**config.mk**
```make
export PLATFORM = sky130hd
export DESIGN_NAME = guarded_drive_supervisor
export DESIGN_NICKNAME = d
export VERILOG_FILES = /design/src/design/gds_pkg.sv /design/src/design/gds_cfg.sv /design/src/design/gds_step.sv /design/src/design/guarded_drive_supervisor.sv
export SDC_FILE = /design/constraint.sdc
export NUM_CORES = 1
export LEC_CHECK = 0
export BUFFER_PORTS_ARGS = -buffer_cell sky130_fd_sc_hd__buf_4
export CORE_MARGIN = 4
export CORE_UTILIZATION = 50
export CTS_CLUSTER_SIZE = 12
export DETAILED_ROUTE_END_ITERATION = 8
export PLACE_DENSITY = 0.75
export SETUP_SLACK_MARGIN = 0.05
export SYNTH_ARGS = -nofsm -noshare
export SYNTH_HDL_FRONTEND = slang
export SYNTH_SLANG_ARGS = --single-unit
```
**constraint.sdc**
```tcl
create_clock -name clk -period 16.1 [get_ports clk]
set_input_delay 2.415 -clock clk [delete_from_list [all_inputs] [get_ports clk]]
set_output_delay 2.415 -clock clk [all_outputs]
set_load 0.03 [all_outputs]
```
**src/design/gds_pkg.sv**
```systemverilog
// Shared types, constants and helper functions for the guarded drive supervisor.
`default_nettype none

package gds_pkg;

    localparam int CLIFF_W   = 12;
    localparam int DIST_W    = 16;
    localparam int TRAV_W    = 18;
    localparam int BACKUP_W  = 15;
    localparam int SPEED_W   = 9;
    localparam int WHEEL_W   = 10;
    localparam int OUTCOME_W = 3;
    localparam int ADDR_W    = 5;
    localparam int DATA_W    = 32;
    localparam int IDX_W     = 3;

    localparam logic [CLIFF_W-1:0]  CLIFF_LOW_RST       = 12'd500;
    localparam logic [CLIFF_W-1:0]  CLIFF_HIGH_RST      = 12'd2500;
    localparam logic [BACKUP_W-1:0] BACKUP_DISTANCE_RST = 15'd150;
    localparam logic [SPEED_W-1:0]  FORWARD_SPEED_RST   = 9'd150;
    localparam logic [SPEED_W-1:0]  REVERSE_SPEED_RST   = 9'd175;
    localparam logic [SPEED_W-1:0]  SPEED_MAX           = 9'd500;

    localparam logic signed [TRAV_W-1:0] TRAV_MAX = 18'sh1FFFF;
    localparam logic signed [TRAV_W-1:0] TRAV_MIN = 18'sh20000;

    localparam logic [IDX_W-1:0] REG_CLIFF_LOW       = 3'd0;
    localparam logic [IDX_W-1:0] REG_CLIFF_HIGH      = 3'd1;
    localparam logic [IDX_W-1:0] REG_BACKUP_DISTANCE = 3'd2;
    localparam logic [IDX_W-1:0] REG_FORWARD_SPEED   = 3'd3;
    localparam logic [IDX_W-1:0] REG_REVERSE_SPEED   = 3'd4;

    localparam logic OP_START  = 1'b0;
    localparam logic OP_SAMPLE = 1'b1;

    localparam logic [OUTCOME_W-1:0] OC_NONE       = 3'd0;
    localparam logic [OUTCOME_W-1:0] OC_REACHED    = 3'd1;
    localparam logic [OUTCOME_W-1:0] OC_BUMP_LEFT  = 3'd2;
    localparam logic [OUTCOME_W-1:0] OC_BUMP_RIGHT = 3'd3;
    localparam logic [OUTCOME_W-1:0] OC_CLIFF_LEFT = 3'd4;
    localparam logic [OUTCOME_W-1:0] OC_CLIFF_RIGHT = 3'd5;

    typedef enum logic [1:0] {
        PH_IDLE,
        PH_FWD,
        PH_BACK
    } phase_t;

    typedef struct packed {
        logic [CLIFF_W-1:0]  cliff_low;
        logic [CLIFF_W-1:0]  cliff_high;
        logic [BACKUP_W-1:0] backup_distance;
        logic [SPEED_W-1:0]  forward_speed;
        logic [SPEED_W-1:0]  reverse_speed;
    } cfg_t;

    typedef struct packed {
        logic                     op;
        logic signed [DIST_W-1:0] target_distance;
        logic signed [DIST_W-1:0] distance_delta;
        logic                     bump_left;
        logic                     bump_right;
        logic [CLIFF_W-1:0]       cliff_front_left;
        logic [CLIFF_W-1:0]       cliff_side_left;
        logic [CLIFF_W-1:0]       cliff_front_right;
        logic [CLIFF_W-1:0]       cliff_side_right;
    } item_t;

    typedef struct packed {
        logic signed [WHEEL_W-1:0] wheel_speed;
        logic [OUTCOME_W-1:0]      outcome;
        logic                      finished;
    } result_t;

    function automatic logic outside_window(
        input logic [CLIFF_W-1:0] sig,
        input logic [CLIFF_W-1:0] lo,
        input logic [CLIFF_W-1:0] hi
    );
        return (sig > hi) || (sig < lo);
    endfunction

    function automatic logic [SPEED_W-1:0] clip_speed(input logic [SPEED_W-1:0] s);
        return (s > SPEED_MAX) ? SPEED_MAX : s;
    endfunction

endpackage

`default_nettype wire

```
**src/design/gds_cfg.sv**
```systemverilog
// Configuration register file behind the APB-style port.
`default_nettype none

module gds_cfg
    import gds_pkg::*;
(
    input  wire logic              clk,
    input  wire logic              rst_n,
    input  wire logic              psel,
    input  wire logic              penable,
    input  wire logic              pwrite,
    input  wire logic [ADDR_W-1:0] paddr,
    input  wire logic [DATA_W-1:0] pwdata,
    output logic [DATA_W-1:0]      prdata,
    output logic                   pready,
    output cfg_t                   cfg
);

    cfg_t             cfg_reg;
    logic             wr_en;
    logic [IDX_W-1:0] idx;

    assign pready = 1'b1;
    assign wr_en  = psel && penable && pwrite && pready;
    assign idx    = paddr[ADDR_W-1:2];
    assign cfg    = cfg_reg;

    always_ff @(posedge clk or negedge rst_n)
    begin
        if (!rst_n)
        begin
            cfg_reg.cliff_low       <= CLIFF_LOW_RST;
            cfg_reg.cliff_high      <= CLIFF_HIGH_RST;
            cfg_reg.backup_distance <= BACKUP_DISTANCE_RST;
            cfg_reg.forward_speed   <= FORWARD_SPEED_RST;
            cfg_reg.reverse_speed   <= REVERSE_SPEED_RST;
        end
        else if (wr_en)
        begin
            unique case (idx)
                REG_CLIFF_LOW:       cfg_reg.cliff_low       <= pwdata[CLIFF_W-1:0];
                REG_CLIFF_HIGH:      cfg_reg.cliff_high      <= pwdata[CLIFF_W-1:0];
                REG_BACKUP_DISTANCE: cfg_reg.backup_distance <= pwdata[BACKUP_W-1:0];
                REG_FORWARD_SPEED:   cfg_reg.forward_speed   <= pwdata[SPEED_W-1:0];
                REG_REVERSE_SPEED:   cfg_reg.reverse_speed   <= pwdata[SPEED_W-1:0];
                default:             ;
            endcase
        end
    end

    always_comb
    begin
        prdata = '0;
        unique case (idx)
            REG_CLIFF_LOW:       prdata = DATA_W'(cfg_reg.cliff_low);
            REG_CLIFF_HIGH:      prdata = DATA_W'(cfg_reg.cliff_high);
            REG_BACKUP_DISTANCE: prdata = DATA_W'(cfg_reg.backup_distance);
            REG_FORWARD_SPEED:   prdata = DATA_W'(cfg_reg.forward_speed);
            REG_REVERSE_SPEED:   prdata = DATA_W'(cfg_reg.reverse_speed);
            default:             prdata = '0;
        endcase
    end

endmodule

`default_nettype wire

```
**src/design/gds_step.sv**
```systemverilog
// Drive state machine: holds move state and works out the result for one item.
`default_nettype none

module gds_step
    import gds_pkg::*;
(
    input  wire logic  clk,
    input  wire logic  rst_n,
    input  wire logic  advance,
    input  wire item_t item,
    input  wire cfg_t  cfg,
    output result_t    result
);

    phase_t                   phase_reg, phase_next;
    logic signed [TRAV_W-1:0] travelled_reg, travelled_next;
    logic signed [DIST_W-1:0] target_reg, target_next;
    logic [OUTCOME_W-1:0]     outcome_reg, outcome_next;

    logic                       cliff_l, cliff_r;
    logic [OUTCOME_W-1:0]       hazard;
    logic signed [TRAV_W:0]     sum_wide;
    logic signed [TRAV_W-1:0]   sum_sat;
    logic signed [TRAV_W-1:0]   target_ext;
    logic signed [TRAV_W-1:0]   backup_ext;
    logic signed [WHEEL_W-1:0]  fwd_speed;
    logic signed [WHEEL_W-1:0]  rev_speed;

    assign cliff_l = outside_window(item.cliff_front_left, cfg.cliff_low, cfg.cliff_high)
                  || outside_window(item.cliff_side_left, cfg.cliff_low, cfg.cliff_high);
    assign cliff_r = outside_window(item.cliff_front_right, cfg.cliff_low, cfg.cliff_high)
                  || outside_window(item.cliff_side_right, cfg.cliff_low, cfg.cliff_high);

    assign sum_wide   = (TRAV_W+1)'(travelled_reg) + (TRAV_W+1)'(item.distance_delta);
    assign target_ext = TRAV_W'(target_reg);
    assign backup_ext = $signed({{(TRAV_W-BACKUP_W){1'b0}}, cfg.backup_distance});
    assign fwd_speed  = $signed({1'b0, clip_speed(cfg.forward_speed)});
    assign rev_speed  = -$signed({1'b0, clip_speed(cfg.reverse_speed)});

    always_comb
    begin
        if (sum_wide > (TRAV_W+1)'(TRAV_MAX))
        begin
            sum_sat = TRAV_MAX;
        end
        else if (sum_wide < (TRAV_W+1)'(TRAV_MIN))
        begin
            sum_sat = TRAV_MIN;
        end
        else
        begin
            sum_sat = sum_wide[TRAV_W-1:0];
        end
    end

    always_comb
    begin
        priority if (item.bump_left)
        begin
            hazard = OC_BUMP_LEFT;
        end
        else if (item.bump_right)
        begin
            hazard = OC_BUMP_RIGHT;
        end
        else if (cliff_l)
        begin
            hazard = OC_CLIFF_LEFT;
        end
        else if (cliff_r)
        begin
            hazard = OC_CLIFF_RIGHT;
        end
        else
        begin
            hazard = OC_NONE;
        end
    end

    always_comb
    begin
        phase_next     = phase_reg;
        travelled_next = travelled_reg;
        target_next    = target_reg;
        outcome_next   = outcome_reg;
        if (item.op == OP_START)
        begin
            target_next    = item.target_distance;
            travelled_next = '0;
            if (item.target_distance <= 0)
            begin
                outcome_next = OC_REACHED;
                phase_next   = PH_IDLE;
            end
            else
            begin
                outcome_next = OC_NONE;
                phase_next   = PH_FWD;
            end
        end
        else
        begin
            unique case (phase_reg)
                PH_FWD:
                begin
                    travelled_next = sum_sat;
                    if (hazard != OC_NONE)
                    begin
                        outcome_next   = hazard;
                        travelled_next = backup_ext;
                        phase_next     = (backup_ext > 0) ? PH_BACK : PH_IDLE;
                    end
                    else if (sum_sat >= target_ext)
                    begin
                        outcome_next = OC_REACHED;
                        phase_next   = PH_IDLE;
                    end
                end
                PH_BACK:
                begin
                    travelled_next = sum_sat;
                    if (cliff_l || cliff_r || (sum_sat <= 0))
                    begin
                        phase_next = PH_IDLE;
                    end
                end
                PH_IDLE:
                begin
                    phase_next = PH_IDLE;
                end
                default:
                begin
                    phase_next = PH_IDLE;
                end
            endcase
        end
    end

    always_comb
    begin
        result.outcome  = outcome_next;
        result.finished = (phase_next == PH_IDLE);
        unique case (phase_next)
            PH_FWD:  result.wheel_speed = fwd_speed;
            PH_BACK: result.wheel_speed = rev_speed;
            default: result.wheel_speed = '0;
        endcase
    end

    always_ff @(posedge clk or negedge rst_n)
    begin
        if (!rst_n)
        begin
            phase_reg     <= PH_IDLE;
            travelled_reg <= '0;
            target_reg    <= '0;
            outcome_reg   <= OC_NONE;
        end
        else if (advance)
        begin
            phase_reg     <= phase_next;
            travelled_reg <= travelled_next;
            target_reg    <= target_next;
            outcome_reg   <= outcome_next;
        end
    end

endmodule

`default_nettype wire

```
**src/design/guarded_drive_supervisor.sv**
```systemverilog
// Guarded drive supervisor: input register, drive state machine, result register.
// An accepted item waits in the input register until its result enters the result register.
// One item per cycle unless out_ready stalls; the update is a saturating add and a few compares.
// The input side keeps accepting while a finished result waits, unless both registers are full.
// Reset (rst_n low, asynchronous) empties both registers, sets phase idle, travelled,
// target and outcome to zero and loads the configuration defaults.
`default_nettype none

module guarded_drive_supervisor
    import gds_pkg::*;
(
    input  wire logic                      clk,
    input  wire logic                      rst_n,
    input  wire logic                      in_valid,
    output logic                           in_ready,
    input  wire logic                      op,
    input  wire logic signed [DIST_W-1:0]  target_distance,
    input  wire logic signed [DIST_W-1:0]  distance_delta,
    input  wire logic                      bump_left,
    input  wire logic                      bump_right,
    input  wire logic [CLIFF_W-1:0]        cliff_front_left,
    input  wire logic [CLIFF_W-1:0]        cliff_side_left,
    input  wire logic [CLIFF_W-1:0]        cliff_front_right,
    input  wire logic [CLIFF_W-1:0]        cliff_side_right,
    output logic                           out_valid,
    input  wire logic                      out_ready,
    output logic signed [WHEEL_W-1:0]      wheel_speed,
    output logic [OUTCOME_W-1:0]           outcome,
    output logic                           finished,
    input  wire logic                      psel,
    input  wire logic                      penable,
    input  wire logic                      pwrite,
    input  wire logic [ADDR_W-1:0]         paddr,
    input  wire logic [DATA_W-1:0]         pwdata,
    output logic [DATA_W-1:0]              prdata,
    output logic                           pready
);

    cfg_t    cfg;
    item_t   item_in;
    item_t   item_reg;
    result_t result;
    result_t result_reg;
    logic    in_valid_reg, in_valid_next;
    logic    out_valid_reg, out_valid_next;
    logic    advance;
    logic    accept;

    assign item_in.op                = op;
    assign item_in.target_distance   = target_distance;
    assign item_in.distance_delta    = distance_delta;
    assign item_in.bump_left         = bump_left;
    assign item_in.bump_right        = bump_right;
    assign item_in.cliff_front_left  = cliff_front_left;
    assign item_in.cliff_side_left   = cliff_side_left;
    assign item_in.cliff_front_right = cliff_front_right;
    assign item_in.cliff_side_right  = cliff_side_right;

    assign advance  = in_valid_reg && (!out_valid_reg || out_ready);
    assign in_ready = !in_valid_reg || advance;
    assign accept   = in_valid && in_ready;

    always_comb
    begin
        priority if (accept)
        begin
            in_valid_next = 1'b1;
        end
        else if (advance)
        begin
            in_valid_next = 1'b0;
        end
        else
        begin
            in_valid_next = in_valid_reg;
        end
    end

    always_comb
    begin
        priority if (advance)
        begin
            out_valid_next = 1'b1;
        end
        else if (out_ready)
        begin
            out_valid_next = 1'b0;
        end
        else
        begin
            out_valid_next = out_valid_reg;
        end
    end

    always_ff @(posedge clk or negedge rst_n)
    begin
        if (!rst_n)
        begin
            in_valid_reg  <= 1'b0;
            out_valid_reg <= 1'b0;
        end
        else
        begin
            in_valid_reg  <= in_valid_next;
            out_valid_reg <= out_valid_next;
        end
    end

    always_ff @(posedge clk)
    begin
        if (accept)
        begin
            item_reg <= item_in;
        end
        if (advance)
        begin
            result_reg <= result;
        end
    end

    gds_cfg u_cfg (
        .clk     (clk),
        .rst_n   (rst_n),
        .psel    (psel),
        .penable (penable),
        .pwrite  (pwrite),
        .paddr   (paddr),
        .pwdata  (pwdata),
        .prdata  (prdata),
        .pready  (pready),
        .cfg     (cfg)
    );

    gds_step u_step (
        .clk     (clk),
        .rst_n   (rst_n),
        .advance (advance),
        .item    (item_reg),
        .cfg     (cfg),
        .result  (result)
    );

    assign out_valid   = out_valid_reg;
    assign wheel_speed = result_reg.wheel_speed;
    assign outcome     = result_reg.outcome;
    assign finished    = result_reg.finished;

endmodule

`default_nettype wire

```
## Yosys cells after proc, flatten, opt, wreduce, memory -nomap -nowiden

Cells that the tools add are included.

- Input bits: 127
- Output and inout bits: 49
- Register bits: 195

- $lt $le $gt $ge: 16
- Bitwise logic cells: 1
- Reduce and logical (&&, ||, !) cells: 28
- Equality and inequality tests: 9
- Mux-type cells: 29
- Add/subtract/negate cells: 2

Operators with widths:

| operator | count |
|---|---|
| $pmux 15 s5 | 1 |
| $mux 18 | 4 |
| $gt 12x12->1 | 4 |
| $lt 12x12->1 | 4 |
| $pmux 18 s2 | 1 |
| $mux 3 | 8 |
| $pmux 10 s2 | 1 |
| $add 18x16->19 | 1 |
| $gt 19x18->1 const B | 1 |
| $lt 19x18->1 const B | 1 |
| $ge 18x16->1 | 1 |
| $gt 9x9->1 const B | 2 |
| $le 18x1->1 const B | 1 |
| $mux 9 | 2 |
| $le 16x1->1 const B | 1 |
| $gt 15x1->1 const B | 1 |
| $reduce_and 2->1 | 7 |
| $logic_or 1x1->1 | 10 |
| $mux 2 | 5 |
| $neg 9->10 | 1 |
| $eq 3x2->1 const B | 2 |
| $mux 1 | 6 |
| $eq 2x1->1 const B | 2 |
| $eq 2x2->1 const B | 2 |
| 11 further kinds | 16 |

## Depth between registers and ports, before layout

- Word-level depth: 13
- Depth in mapped cells: 23
- Gate-level depth less buffers: 22

## Modules after synthesis

A second synthesis with hierarchy kept.

- Cells, all modules: 1018
- Area, all modules: 11831.3 µm²

Modules (own cells, without submodules):

| module | cells an instance | seq. area each (µm²) | area each (µm²) | times used |
|---|---|---|---|---|
| gds_step | 699 | 975.9 | 5960.7 | 1 |
| guarded_drive_supervisor | 105 | 2962.8 | 3016.6 | 1 |
| gds_cfg | 214 | 1457.6 | 2854.0 | 1 |

## Least setup slack after synthesis

OpenSTA, ideal clock, no wires.

- Path type: input -> output
- Start: input paddr[4]
- End: output prdata[2]
- Data arrival time: 3823 ps
- Cell stages on the path: 6
- Path buffers: 2
- Data required time: 13685 ps
- Slack: 9862 ps
- Cell sequence: clkbuf_1 clkbuf_1 mux2i_1 nor2_1 a21oi_1 o22ai_1

- Cells in the longest elaborated chain, start to end: 2

Ends and longest elaborated chain:

| what | RTL line | text |
|---|---|---|
| start: declaration | guarded_drive_supervisor.sv:33 | `input wire logic [ADDR_W-1:0] paddr,` |
| $eq 3x3->1 (tied with other cells) | gds_cfg.sv:54 | `unique case (idx)` |
| $pmux 15 s5 * | gds_cfg.sv:54 |  |
| end: declaration | guarded_drive_supervisor.sv:35 | `output logic [DATA_W-1:0] prdata,` |

Every way passes the cells marked *; elsewhere a longest branch is shown, timed or not.

## Final worst setup path

- Start: input paddr[3]
- End: output prdata[8]

Same word-level chain as after synthesis.

==> flow_summary.yaml <==
routing:
  vias: 9035
  wl_per_cell_microns: 19.29
  met2_length_mm: 13.90
  viasPerCell: 5.863
  drc: 0
  wl_met3_mm: 1.793
  wirelength_met1_mm: 13.05
  drt_pre_antenna_iters: 5
  routed_wl_mm: 29.72
  top_layer_used: "met4"
  ant_nets: 0
  drtIter0Drc: 739
final_layout:
  n_fill_cell: 1902
  layout_commonest_cell: "buf_4"
  drive_gt1_share_pct: 21.58
  insertedDiodeCount: 0
  final_cells: 1541
  layout.cells.most_common_list: "buf_4 (144), ha_1 (134), nand2_1 (98)"
  nets: 1477
  largest_reg_flops: 83
  utilization_pct: 59.39
  area_growth_pct: 15.61
  fin_area_sq_mm: 0.01361
floorplanning:
  boundaryPins: 176
  die_w_microns: 161.4
  core.rowCount: 55
  die-area_sq_mm: 0.02606
  initial_utilization_pct: 51.37
  chipHeight_microns: 161.4
  coreArea_sq_mm: 0.02292
critical_path:
  cp_data_arrival_time_ns: 4.24
  r2r-start: "item_reg[50]$_DFFE_PP_"
  cp-start-kind: "input pin"
  r2r_cells: 21
  cp.required_ns: 13.69
  crit_path_end_kind: "primary output"
  worstSetupPathType: "input pin to primary output"
  crit_path_max_fanout: 27
  rr_endpoint: "wheel_speed[5]$_DFFE_PP_"
  rrSetupSlack_ns: 10.12
timing:
  fin_crit_sh_pct: 41.35
  tns_ns: 0
  setup_violations: 0
  relSlewSlack_pct: 17.12
  hold_slack_ns: 0.4905
  fin_crit_ns: 6.657
  hold_viol_final: 0
  worst_slew_pin_slew_ns: 1.243
  slew_viol_final: 0
  rsz0062_at_grt: "no"
  max_freq_ghz: 0.1502
  skew_ns: 0.01150
  layout_setup_ws_ns: 9.443
clock_tree:
  numClockSinks: 195
  cts-root-buf: "clkbuf_16"
  path_clk_slew_ns: 0.07
  cts_tree: "built"
  cts_buffers: 17
  clock_path_buffers: 2
  post_cts_resized: 0
  clk_latency_ns: 0.45
  htreeDepth: 4
  post_cts_buffers: 0
  hold_buffers: 0
grt:
  grt_pass1_vias: 8995
  antenna_found_initial: 0
  grt_remaining_overflow: 0
  grt_max_degree: 66
  grt_pass1_wl_mm: 47.08
  track_usage_pct: 22.78
logic_synthesis:
  seq_area_frac_synth_pct: 45.84
  synth.area.top_cells: "edfxtp_1 (25%), dfrtp_1 (16%), ha_1 (14%)"
  yosysWarnings: 0
  synth.cell_area_sq_mm: 0.01177
  synthDistinctLibCells: 73
  synth-seq-cells: 195
  synth_edf_count: 97
  ys_async_sr_fraction_pct: 50.26
  dominantRegCellSynth: "edfxtp_1"
  syn_inst: 1090
  synth_area_per_cell_sq_um: 10.80
  yosysTopAreaCellShare_pct: 24.74
  synth_top_area_cell: "edfxtp_1"
pwr:
  power_density_mw_per_mm2: 121.1
  power.leakage_nw: 5.959
  ir_worst_vdd_mv: 0.05535
  p_total_mw: 1.648
outcome:
  outcome: "complete, no violations"
flow_run:
  drv_cap: 0
placement:
  dpl.cell_count: 1509
  place_ws_ns: 9.469
  hpwl_mm: 23.03
  place_area_sq_mm: 0.01303
  place_congestion: 0.9177
  io_buffers: 138
hold_path:
  worst_hold_startpoint: "u_step.travelled_reg[3]$_DFFE_PN0P_"
  hold-path-endpoint: "u_step.travelled_reg[3]$_DFFE_PN0P_"
  worstHoldPathType: "register to register"
  hold_depth: 2
-- per-layer routing --
metal  up-vias  track usage, %
met5         -               0
li1       4317               -
met3        71           3.572
met4         0           9.073
met1      4319           30.73
met2       328           37.03
-- cell families (layout without fill, tap and decap cells) --
kind of cell | Yosys count | count (layout) | share of synthesized area, %
other | 2 | 18 | 0.06380
and+or+nand+nor | 271 | 271 | 11.34
AOI/OAI and AO/OA | 279 | 279 | 15.25
muxes | 86 | 86 | 7.834
DFF | 195 | 195 | 45.84
buffers and inverters | 110 | 232 | 4.358
adders and majority gates | 135 | 135 | 14.41
xor gates and xnor gates | 12 | 12 | 0.8929
-- power by group --
part | internal [mW] | switching, mW | total (mW)
clock network | 0.210 | 0.218 | 0.428
registers | 0.605 | 0.0611 | 0.666
logic | 0.229 | 0.326 | 0.555
-- worst max-delay path, stage by stage --
cell and delay [ns]:
buf_4 0.30, nor2b_1 0.82, a21oi_1 0.16, o22ai_1 0.31, buf_4 0.22
-- cells in the mapped netlist, types with 20 or more instances --
cell and count:
ha_1 134, nand2_1 98, edfxtp_1 97, a21oi_1 74, dfrtp_1 73, o21ai_0 65, inv_1 55, mux2_2 49
nor2_1 45, mux2i_1 37, dfstp_2 25, buf_4 23, clkbuf_1 23, a21o_1 22, o31ai_1 21, nand4_1 20
-- area by class of cell --
class                           count  area, sq um  share of cell area, %
Clock inverter                     14        155.1                  1.140
Inverter                           56        210.2                  1.545
Clock buffer                       18        429.2                  3.153
Timing Repair Buffer              144         1081                  7.943
Tap cell                          313        391.6                  2.878
Multi-Input combinational cell    801         5946                  43.69
Sequential cell                   195         5396                  39.65
-- worst max-delay path by stage --
| stage | startpoint | endpoint | slack (ns) | depth (start not counted) |
|---|---|---|---|---|
| after floorplan | paddr[4] | prdata[2] | 9.86 | 6 |
| after global placement | paddr[3] | prdata[8] | 9.48 | 5 |
| after detailed placement | paddr[3] | prdata[8] | 9.47 | 5 |
| after CTS | paddr[3] | prdata[8] | 9.47 | 5 |
| after global routing | paddr[3] | prdata[8] | 9.33 | 5 |
| final | paddr[3] | prdata[8] | 9.44 | 5 |
Power figures use the tool's default switching activity.
